### src/rtl/vmlf_pkg.sv
// ----------------------------------------------------------------------------
// vmlf_pkg
// Shared widths, codes and types for the vertical median line filter.
// ----------------------------------------------------------------------------
package vmlf_pkg;

    // line store depth and the widths that follow from it
    localparam int MAX_ROW_WIDTH = 1024;
    localparam int COL_W         = $clog2(MAX_ROW_WIDTH);
    localparam int CNT_W         = COL_W + 1;

    // fixed field widths
    localparam int PIX_W       = 8;
    localparam int HIST_TAPS   = 4;
    localparam int HIST_W      = PIX_W * HIST_TAPS;
    localparam int CFG_W       = 11;
    localparam int CFG_IDX_W   = 1;
    localparam int ROWS_W      = 3;

    // configuration register indexes
    localparam logic [CFG_IDX_W-1:0] REG_ROW_WIDTH   = 1'd0;
    localparam logic [CFG_IDX_W-1:0] REG_WINDOW_TAPS = 1'd1;

    // window size codes
    localparam logic TAPS_3 = 1'b0;
    localparam logic TAPS_5 = 1'b1;

    // rows of history needed before a window is complete
    localparam logic [ROWS_W-1:0] NEED_3   = 3'd2;
    localparam logic [ROWS_W-1:0] NEED_5   = 3'd4;
    localparam logic [ROWS_W-1:0] ROWS_MAX = 3'd4;

    // reset values of the configuration registers
    localparam logic [CFG_W-1:0] ROW_WIDTH_RST = 11'd512;
    localparam logic             TAPS_RST      = TAPS_5;

    // line store access for one beat
    typedef struct packed {
        logic              rd_en;
        logic [COL_W-1:0]  rd_col;
        logic              wr_en;
        logic [COL_W-1:0]  wr_col;
        logic [HIST_W-1:0] wr_data;
    } t_store_req;

endpackage

### src/rtl/vmlf_median.sv
// ----------------------------------------------------------------------------
// vmlf_median
// Median of the vertical window: three or five pixels by compare network.
// ----------------------------------------------------------------------------
module vmlf_median (
    input  logic [vmlf_pkg::PIX_W-1:0]  i_pixel,
    input  logic [vmlf_pkg::HIST_W-1:0] i_hist,
    input  logic                        i_taps,
    output logic [vmlf_pkg::PIX_W-1:0]  o_median
);

    function automatic logic [vmlf_pkg::PIX_W-1:0] f_min(
        input logic [vmlf_pkg::PIX_W-1:0] a,
        input logic [vmlf_pkg::PIX_W-1:0] b
    );
        return (a < b) ? a : b;
    endfunction

    function automatic logic [vmlf_pkg::PIX_W-1:0] f_max(
        input logic [vmlf_pkg::PIX_W-1:0] a,
        input logic [vmlf_pkg::PIX_W-1:0] b
    );
        return (a < b) ? b : a;
    endfunction

    function automatic logic [vmlf_pkg::PIX_W-1:0] f_med3(
        input logic [vmlf_pkg::PIX_W-1:0] a,
        input logic [vmlf_pkg::PIX_W-1:0] b,
        input logic [vmlf_pkg::PIX_W-1:0] c
    );
        return f_max(f_min(a, b), f_min(f_max(a, b), c));
    endfunction

    logic [vmlf_pkg::PIX_W-1:0] h0, h1, h2, h3;
    logic [vmlf_pkg::PIX_W-1:0] lo_pair, hi_pair;
    logic [vmlf_pkg::PIX_W-1:0] med_3, med_5;

    assign h0 = i_hist[0*vmlf_pkg::PIX_W +: vmlf_pkg::PIX_W];
    assign h1 = i_hist[1*vmlf_pkg::PIX_W +: vmlf_pkg::PIX_W];
    assign h2 = i_hist[2*vmlf_pkg::PIX_W +: vmlf_pkg::PIX_W];
    assign h3 = i_hist[3*vmlf_pkg::PIX_W +: vmlf_pkg::PIX_W];

    // drop the overall minimum and maximum of the four history pixels' pairs,
    // then take the median of what is left with the current pixel
    assign lo_pair = f_max(f_min(h0, h1), f_min(h2, h3));
    assign hi_pair = f_min(f_max(h0, h1), f_max(h2, h3));
    assign med_5   = f_med3(i_pixel, lo_pair, hi_pair);
    assign med_3   = f_med3(i_pixel, h0, h1);

    assign o_median = (i_taps == vmlf_pkg::TAPS_5) ? med_5 : med_3;

endmodule

### config.mk
export PLATFORM = sky130hd
export DESIGN_NAME = vmlf_median
export DESIGN_NICKNAME = d
export VERILOG_FILES = /design/src/rtl/vmlf_pkg.sv /design/src/rtl/vmlf_median.sv
export SDC_FILE = /design/constraint.sdc
export NUM_CORES = 1
export LEC_CHECK = 0
export BUFFER_PORTS_ARGS = -buffer_cell sky130_fd_sc_hd__buf_2
export CAP_MARGIN = 20
export CORE_UTILIZATION = 45
export DETAILED_ROUTE_END_ITERATION = 8
export GPL_ROUTABILITY_DRIVEN = 0
export MAX_ROUTING_LAYER = met4
export PLACE_DENSITY_LB_ADDON = 0.12
export SLEW_MARGIN = 20
export SYNTH_ARGS = -nofsm -noshare
export SYNTH_HDL_FRONTEND = slang
export SYNTH_SLANG_ARGS = --single-unit
### constraint.sdc
create_clock -name vclk -period 17.6
set_input_delay 3.52 -clock vclk [all_inputs]
set_output_delay 3.52 -clock vclk [all_outputs]
set_load 0.05 [all_outputs]
==> run metrics, run 1 <==
Mapped Cells=464; cell area after synthesis=3300 um2; total grt overflow=0; Critical Path Start Type=input port; post-route minimum period=approximately 16 ns; Core ar.=6940 um2; Post-DRT Antenna Nets=0; worst min path class=input port to output port; Fin. Hold Viols=0; initial drt markers=just over 200; largest cells by area after synthesis=ha_1, mux2i_1, a21oi_1; proportion of synthesized chip area in sequential cells=0; largest net degree at the start of global routing=30; Max VDD drop=around 0.078 mV; drt first pass iters=5; CTS-repair resized insts=0; Slew @ Worst Pin=0.856 ns; Yosys warnings=0; die footprint=roughly 7700 um2; largest family of logic cells by synthesized area=compound AO/OA/AOI/OAI gates; Post-Route WL=9520 um; vias in the first global route=between 3000 and 4000; port bufs=49; share of Yosys cell area claimed by the top area cell type=0.254; Syn Area/Cell=7.12 um2; Rows=30; # diodes=0; Leak Pwr=around 1.9 nW; Synth Area in Compound Gates=0.293; largest area contributor in the netlist=ha_1; Total GRT Usage=0.266; CP Capture Type=output port; routed len/inst=16.0 um; Achievable Freq=around 0.061 GHz; sequential cell count=0; simple-gate area share of the yosys netlist=0.194; critical path's most frequent cell=ha_1; Layout Nets=just over 600; maximum capacitance violations=0; status=finished, final reports clean; first-pass GRT wire length=15800 um; # hold bufs at CTS=0; final setup TNS=0 ns; clock buffers=0; post-synthesis mux area share=0.166; Layout area overhead=9.66%; Pwr Density=around 120 nW/um2; DPL Wire Length=roughly 8200 um; initial core utilization=0.475; max-slew violation count=0; antenna violations before repair=0; drc violations=0; Post-Synth Adder-Cell Area=0.257; I/O pin count=49; syn_nets=572; Critical Path Fanout Max=23; layout cell share with drive strength beyond 1=0.179; post-CTS setup buffer count=0; final setup vio count=0; library cells used by synthesis=54; most frequent cell after synthesis=ha_1; RSZ-0062 raised after global routing=no; Vias per Instance=approximately 5.7; final worst-path cycle share=0.927; via count=approximately 3400; Post-Synth XOR/XNOR Area=0; Final Core Density=0.521; Req. time, crit path=between 10 and 15 ns; Slew headroom=0.428; crit path DAT=12.79 ns; commonest cells in the synthesized netlist=ha_1, inv_1, a21oi_1; FF/Latch Area=0 um2; CP max-delay cell=nand2_1; Die X=between 80 and 90 um; CP peak stage delay=between 0.5 and 0.6 ns; Setup Crit Path Kind=input port to output port; Die H=87.7 um
==> worst paths after layout <==
kind / slack [ns] / start / to / cells past startpoint
worst min-delay path: 7.57 / i_taps / o_median[5] / 3
worst max-delay path: 1.29 / i_hist[27] / o_median[5] / 43
==> cell usage in the layout (no fill, tap or decap), types with 3 or more instances in the layout <==
cell type and count:
mux2i_1 34, a21o_1 13, nand3_1 8, o21ai_1 4
and3_1 3, mux2_2 16, nand2_1 33, o21a_1 12
a31oi_1 5, nand4_1 7, inv_1 56, nor2b_1 12
ha_1 67, a21oi_1 42, buf_2 49, nand2b_1 5
buf_4 4, o21ai_0 24, nor3_1 6, o211ai_1 3
or2_2 3, a211oi_1 14, a211oi_2 3, nor2_1 35
nor3b_1 4, a211o_1 3
==> through the flow <==
stage	setup slack, ns	hold slack (ns)	cells	power, W	cell area [um2]
after CTS	1.39	7.56	594	0.000429	3620
final	1.29	7.57	594	0.000432	3620
after global routing	0.393	7.59	594	0.000477	3620
after global placement	1.64	7.56	594	0.000421	3620
after floorplan	1.72	7.43	464	0.000346	3300
after detailed placement	1.47	7.55	594	0.000427	3620
==> critical path, delay by kind of cell <==
kind,cells,cell delay [ns]
mux,3,0.92
fa+ha+maj,5,1.47
simple gates,12,2.46
compound gates,17,3.56
buf+inv,6,0.83
==> where the power goes <==
part           switching [W]  leakage (nW)  total [W]  internal [W]
Combinational       0.000269          1.87   0.000432      0.000162
Sequential                 0             0          0             0
Clock                      0             0          0             0
Total               0.000269          1.87   0.000432      0.000162
==> final cells by class <==
class,instances,area (um2)
Fill cell,743,3320
Inverter,56,210
Multi-Input combinational cell,389,3020
Tap cell,96,120
Timing Repair Buffer,53,275
==> kinds of logic after synthesis <==
family | Yosys count
adder cells (fa/ha/maj) | 68
AND/OR/NAND/NOR | 127
multiplexers | 52
buffers and inverters | 75
AO/OA/AOI/OAI | 142
==> layer usage <==
layer	vias to the layer above	GRT usage	part of all wire
met3	10	0.00660	0.048
met4	0	0.0432	0.019
met1	1562	0.355	0.47
met2	79	0.457	0.47
li1	1759	-	-
met5	-	-	0
(Power assumes the default switching activity.)
==> run 2, diff against run 1 <==
--- a/config.mk
+++ b/config.mk
@@ -5,8 +5,10 @@
 export SDC_FILE = /design/constraint.sdc
 export NUM_CORES = 1
 export LEC_CHECK = 0
+export ABC_AREA = 1
 export BUFFER_PORTS_ARGS = -buffer_cell sky130_fd_sc_hd__buf_2
 export CAP_MARGIN = 20
+export CORE_ASPECT_RATIO = 1.5
 export CORE_UTILIZATION = 45
 export DETAILED_ROUTE_END_ITERATION = 8
 export GPL_ROUTABILITY_DRIVEN = 0
==> run 2 against run 1 <==
Hold slack got worse by 0.039 ns. Utilization fell by 1.6 points. Fmax rose by 12%. Combinational power grew 9.3%. Largest cell class unchanged. Highest routed layer unchanged.
==> run metrics, run 2 <==
status=finished, final reports clean; Final Power=0.000472 W (+9.3%); Setup Crit Path Kind=input port to output port; Die X=68.9 um (-21%); total grt overflow=0 (unchanged); Yosys warnings=0 (unchanged); post-synthesis mux area share=0 (-0.166); Flop pwr share=0 (unchanged); Req. time, crit path=14.08 ns (about the same); routed len/inst=13.7 um (-14%); RSZ-0062 raised after global routing=no; final setup TNS=0 ns (unchanged); most frequent cell after synthesis=nand2_1; most frequent cells in the layout=nand2_1, o21ai_0, inv_1; clock buffers=0 (unchanged); Vias per Instance=5.36 (-6.6%); sequential cell count=0 (unchanged); CTS-repair resized insts=0 (unchanged); final worst-path cycle share=0.831 (-0.0960); Max VDD drop=0.0992 mV (+28%); final setup margin=2.97 ns (+1.69 ns); library cells used by synthesis=22 (-59%); port bufs=49 (unchanged); FF/Latch Area=0 um2 (unchanged); commonest cells in the synthesized netlist=nand2_1, o21ai_0, inv_1; vias in the first global route=3161 (-2.4%); die footprint=7040 um2 (-8.4%); I/O pin count=49 (unchanged); Cells after DPL=660 (+11%); first-pass GRT wire length=14300 um (-9.5%); maximum capacitance violations=0 (unchanged); DPL Wire Length=8020 um (-2.2%); Syn Area/Cell=5.47 um2 (-23%); Pwr Density=144 nW/um2 (+21%); Post-Layout Cell Count=660 (+11%); final setup vio count=0 (unchanged); Achievable Freq=0.0684 GHz (+12%); Post-DRT Antenna Nets=0 (unchanged); commonest non-fill, non-tap cell in the layout=nand2_1; Core ar.=6490 um2 (-6.6%); Mapped Cells=551 (+19%); Slew @ Worst Pin=0.625 ns (-0.230 ns); Critical Path Start Type=input port; proportion of synthesized chip area in sequential cells=0 (unchanged); WHS Path Cells=4 (+1); drc violations=0 (unchanged); combinational share of power=1.000 (about the same); initial core utilization=0.465 (-0.0104); Internal=0.000145 W (-11%); post-route minimum period=14.63 ns (-1.69 ns); Layout area overhead=8.71%; Post-Synth XOR/XNOR Area=0 (unchanged); Leak Pwr=1.90 nW (+1.8%); share of Yosys cell area claimed by the top area cell type=0.278 (+0.0240); Clk pwr share=0 (unchanged); Critical Path Fanout Max=31 (+35%); CP max-delay cell=a211oi_2; Slew headroom=0.582 (+0.155); drt first pass iters=4 (-1); fill count=733 (-1.3%); Fin. Hold Viols=0 (unchanged); crit path DAT=11.11 ns (-1.68 ns); Post-Synth Adder-Cell Area=0.278 (+0.0206); pre-CTS WS=3.09 ns (+1.62 ns); Rows=36 (+20%); via count=3539 (+3.8%); Synth Area in Compound Gates=0.252 (-0.0411); Die H=102 um (+17%); syn_nets=659 (+15%); post-CTS setup buffer count=0 (unchanged); initial drt markers=187 (-7.9%); CP Capture Type=output port; Layout Nets=694 (+14%); Net Sw Power=0.000327 W (+21%); layout cell share with drive strength beyond 1=0.115 (-0.0640); largest net degree at the start of global routing=33 (+10%); largest cells by area after synthesis=ha_1, nand2_1, o21ai_0; Final Core Density=0.506 (-0.0158); critical path's most frequent cell=ha_1; Switching Share=0.693 (+0.0693); CP peak stage delay=0.50 ns (-0.03 ns); simple-gate area share of the yosys netlist=0.348 (+0.154); worst min path class=input port to output port; largest area contributor in the netlist=ha_1; largest family of logic cells by synthesized area=simple AND/OR/NAND/NOR gates; Total GRT Usage=0.275 (+0.00839); worst hold endpoint=o_median[6]; # hold bufs at CTS=0 (unchanged); min-delay src=i_taps; max-slew violation count=0 (unchanged); # diodes=0 (unchanged); Post-Route WL=9070 um (-4.7%); cell area after synthesis=3020 um2 (-8.6%); antenna violations before repair=0 (unchanged)
==> run 2: how the worst max path moves through the flow <==
stage | from | to | slack [ns] | cells past startpoint
final | i_hist[15] | o_median[1] | 2.97 | 35
after global routing | i_hist[29] | o_median[0] | 2.29 | 35
after CTS | i_hist[27] | o_median[5] | 3.09 | 36
after detailed placement | i_hist[27] | o_median[5] | 3.09 | 36
after global placement | i_hist[29] | o_median[0] | 3.19 | 35
after floorplan | i_hist[29] | o_median[0] | 4.05 | 40
==> run 2: worst max-delay path, delay by kind of cell <==
family | cells | cell delay, ns
AOI/OAI and AO/OA | 13 | 3.82
adders and majority gates | 5 | 1.48
buffers and inverters | 4 | 0.60
and+or+nand+nor | 13 | 1.65
==> run 2: stage by stage <==
stage / hold WS [ns] / cell area [um2]
2_1_floorplan: 7.54 / 3020
3_3_place_gp: 7.52 / 3280
3_5_place_dp: 7.52 / 3280
4_1_cts: 7.52 / 3280
5_1_grt: 7.55 / 3280
6_report: 7.53 / 3280
==> run 2: power by group through the flow <==
stage | clock network, W | logic (W) | registers, W
final | 0 | 0.000472 | 0
after detailed placement | 0 | 0.000470 | 0
after global placement | 0 | 0.000463 | 0
after global routing | 0 | 0.000533 | 0
after floorplan | 0 | 0.000373 | 0
after CTS | 0 | 0.000471 | 0
==> run 2: logic make-up after synthesis <==
family | after synthesis
AOI/OAI and AO/OA | 139
adders and majority gates | 67
buffers and inverters | 92
and+or+nand+nor | 253
==> run 2: layout make-up <==
class                      instances  area (um2)  area share
tap                               76        95.1      0.0290
inverter                          75         282      0.0858
multi-input combinational        459        2650       0.808
timing repair buffer              50         253      0.0771
==> run 2: layer usage <==
metal,vias up,track usage,share of wire
li1,1907,-,-
met1,1519,0.317,0.43
met2,85,0.482,0.49
met3,28,0.0134,0.036
met4,0,0.107,0.045
met5,-,-,0
==> run 3, diff against run 2 <==
==> constraint.sdc (replaced) <==
create_clock -name vclk -period 13.25
set_input_delay 2.65 -clock vclk [all_inputs]
set_output_delay 2.65 -clock vclk [all_outputs]
set_load 0.05 [all_outputs]
==> run 3 against run 2 <==
Cell count unchanged. Utilization increased by 0.27 points. Via count increased by 0.79%. Hold slack got worse by 1.7 ns. Combinational power increased by 35%. Worst setup slack got worse by 2.1 ns. Global-route usage increased by 0.52 points. Wire length about the same. Total power increased by 35%. Non-clock buffer count unchanged. Critical path type unchanged. Critical endpoint is now o_median[4].
==> run metrics, run 3 (synthesis gave the netlist of run 2 again) <==
total grt overflow=0 (unchanged); Setup Crit Path Kind=input port to output port; post-CTS setup buffer count=0 (unchanged); initial core utilization=0.465 (unchanged); vias in the first global route=3319 (+5.0%); commonest non-fill, non-tap cell in the layout=nand2_1; drt first pass iters=4 (unchanged); pre-CTS WS=0.450 ns (-2.64 ns); Die H=102 um (unchanged); Layout area overhead=9.29%; I/O pin count=49 (unchanged); post-route minimum period=roughly 12 ns; WHS Path Cells=4 (unchanged); drc violations=0 (unchanged); final worst-path cycle share=0.936; antenna violations before repair=0 (unchanged); via count=3567 (+0.79%); status=finished, final reports clean; die footprint=7040 um2 (unchanged); initial drt markers=192 (+2.7%); final setup TNS=0 ns (unchanged); Post-DRT Antenna Nets=0 (unchanged); Leak Pwr=1.91 nW (+0.26%); CP Capture Type=output port; # diodes=0 (unchanged); Layout Nets=694 (unchanged); Post-Route WL=9070 um (about the same); final setup vio count=0 (unchanged); max-slew violation count=0 (unchanged); port bufs=49 (unchanged); critical path's most frequent cell=ha_1; Slew @ Worst Pin=0.557 ns (-0.0680 ns); FF/Latch Area=0 um2 (unchanged); clock buffers=0 (unchanged); RSZ-0062 raised after global routing=no; worst min path class=input port to output port; layout cell share with drive strength beyond 1=0.116 (+0.00171); Core ar.=6490 um2 (unchanged); routed len/inst=13.7 um (about the same); Achievable Freq=0.0806 GHz; Fin. Hold Viols=0 (unchanged); area occupied by multi-input gates=2670 um2 (+0.66%); sequential cell count=0 (unchanged); maximum capacitance violations=0 (unchanged); Total GRT Usage=0.280 (+0.00525); Die X=68.9 um (unchanged); Max VDD drop=0.129 mV (+30%); CP peak stage delay=0.39 ns (-0.11 ns); most frequent cells in the layout=nand2_1, inv_1, o21ai_0; Rows=36 (unchanged); largest net degree at the start of global routing=33 (unchanged); CP max-delay cell=o21ai_0; crit path DAT=9.75 ns (-1.36 ns); final setup margin=0.845 ns (-2.13 ns); fill count=742 (+1.2%); Pwr Density=193 nW/um2 (+34%); Req. time, crit path=10.60 ns (-3.48 ns); Critical Path Fanout Max=31 (unchanged); Vias per Instance=5.40 (+0.79%); DPL Wire Length=7980 um (-0.53%); Slew headroom=0.625 (+0.0421); first-pass GRT wire length=14700 um (+2.7%); Critical Path Start Type=input port
## run 3: power by group
| part | switching [W] | internal (W) |
|---|---|---|
| Clock | 0 | 0 |
| Sequential | 0 | 0 |
| Combinational | 0.000439 | 0.000198 |
## run 3: layout make-up
type	count	area share
inverters	75	0.0854
multi-input cells	459	0.809
well taps	76	0.0288
repair buffers	50	0.0767
## run 3: metrics by stage
step                      cells  cell area (um2)  total power, W  utilization  hold slack [ns]
after CTS                   660             3280        0.000626        0.506             5.78
final                       660             3300        0.000637        0.508             5.79
after global placement      660             3280        0.000615        0.506             5.78
after detailed placement    660             3280        0.000625        0.506             5.78
after floorplan             551             3020        0.000496            -             5.80
after global routing        660             3300        0.000721        0.508             5.81
## run 3: repair_timing
| item | CTS | global route |
|---|---|---|
| setup endpoints to repair | 0 | 8 |
| hold buffers | 0 | 0 |
| gates resized for setup | 0 | 10 |
## run 3: path summary, 6_finish.rpt
| kind | start | endpoint | slack [ns] |
|---|---|---|---|
| worst max-delay path | i_hist[15] | o_median[4] | 0.85 |
| worst min-delay path | i_taps | o_median[7] | 5.79 |
## run 3: critical path: cells and delay by family
family          cells  cell delay [ns]
simple gates       14             1.77
buf+inv             4             0.58
fa+ha+maj           5             1.51
compound gates     13             3.20
## run 3: routing by layer
layer | GRT usage | wire length (um) | vias to the layer above
met1 | 0.317 | 3830 | 1541
met3 | 0.00893 | 379 | 28
met5 | - | 0 | -
met2 | 0.493 | 4390 | 99
li1 | - | - | 1899
met4 | 0.126 | 475 | 0
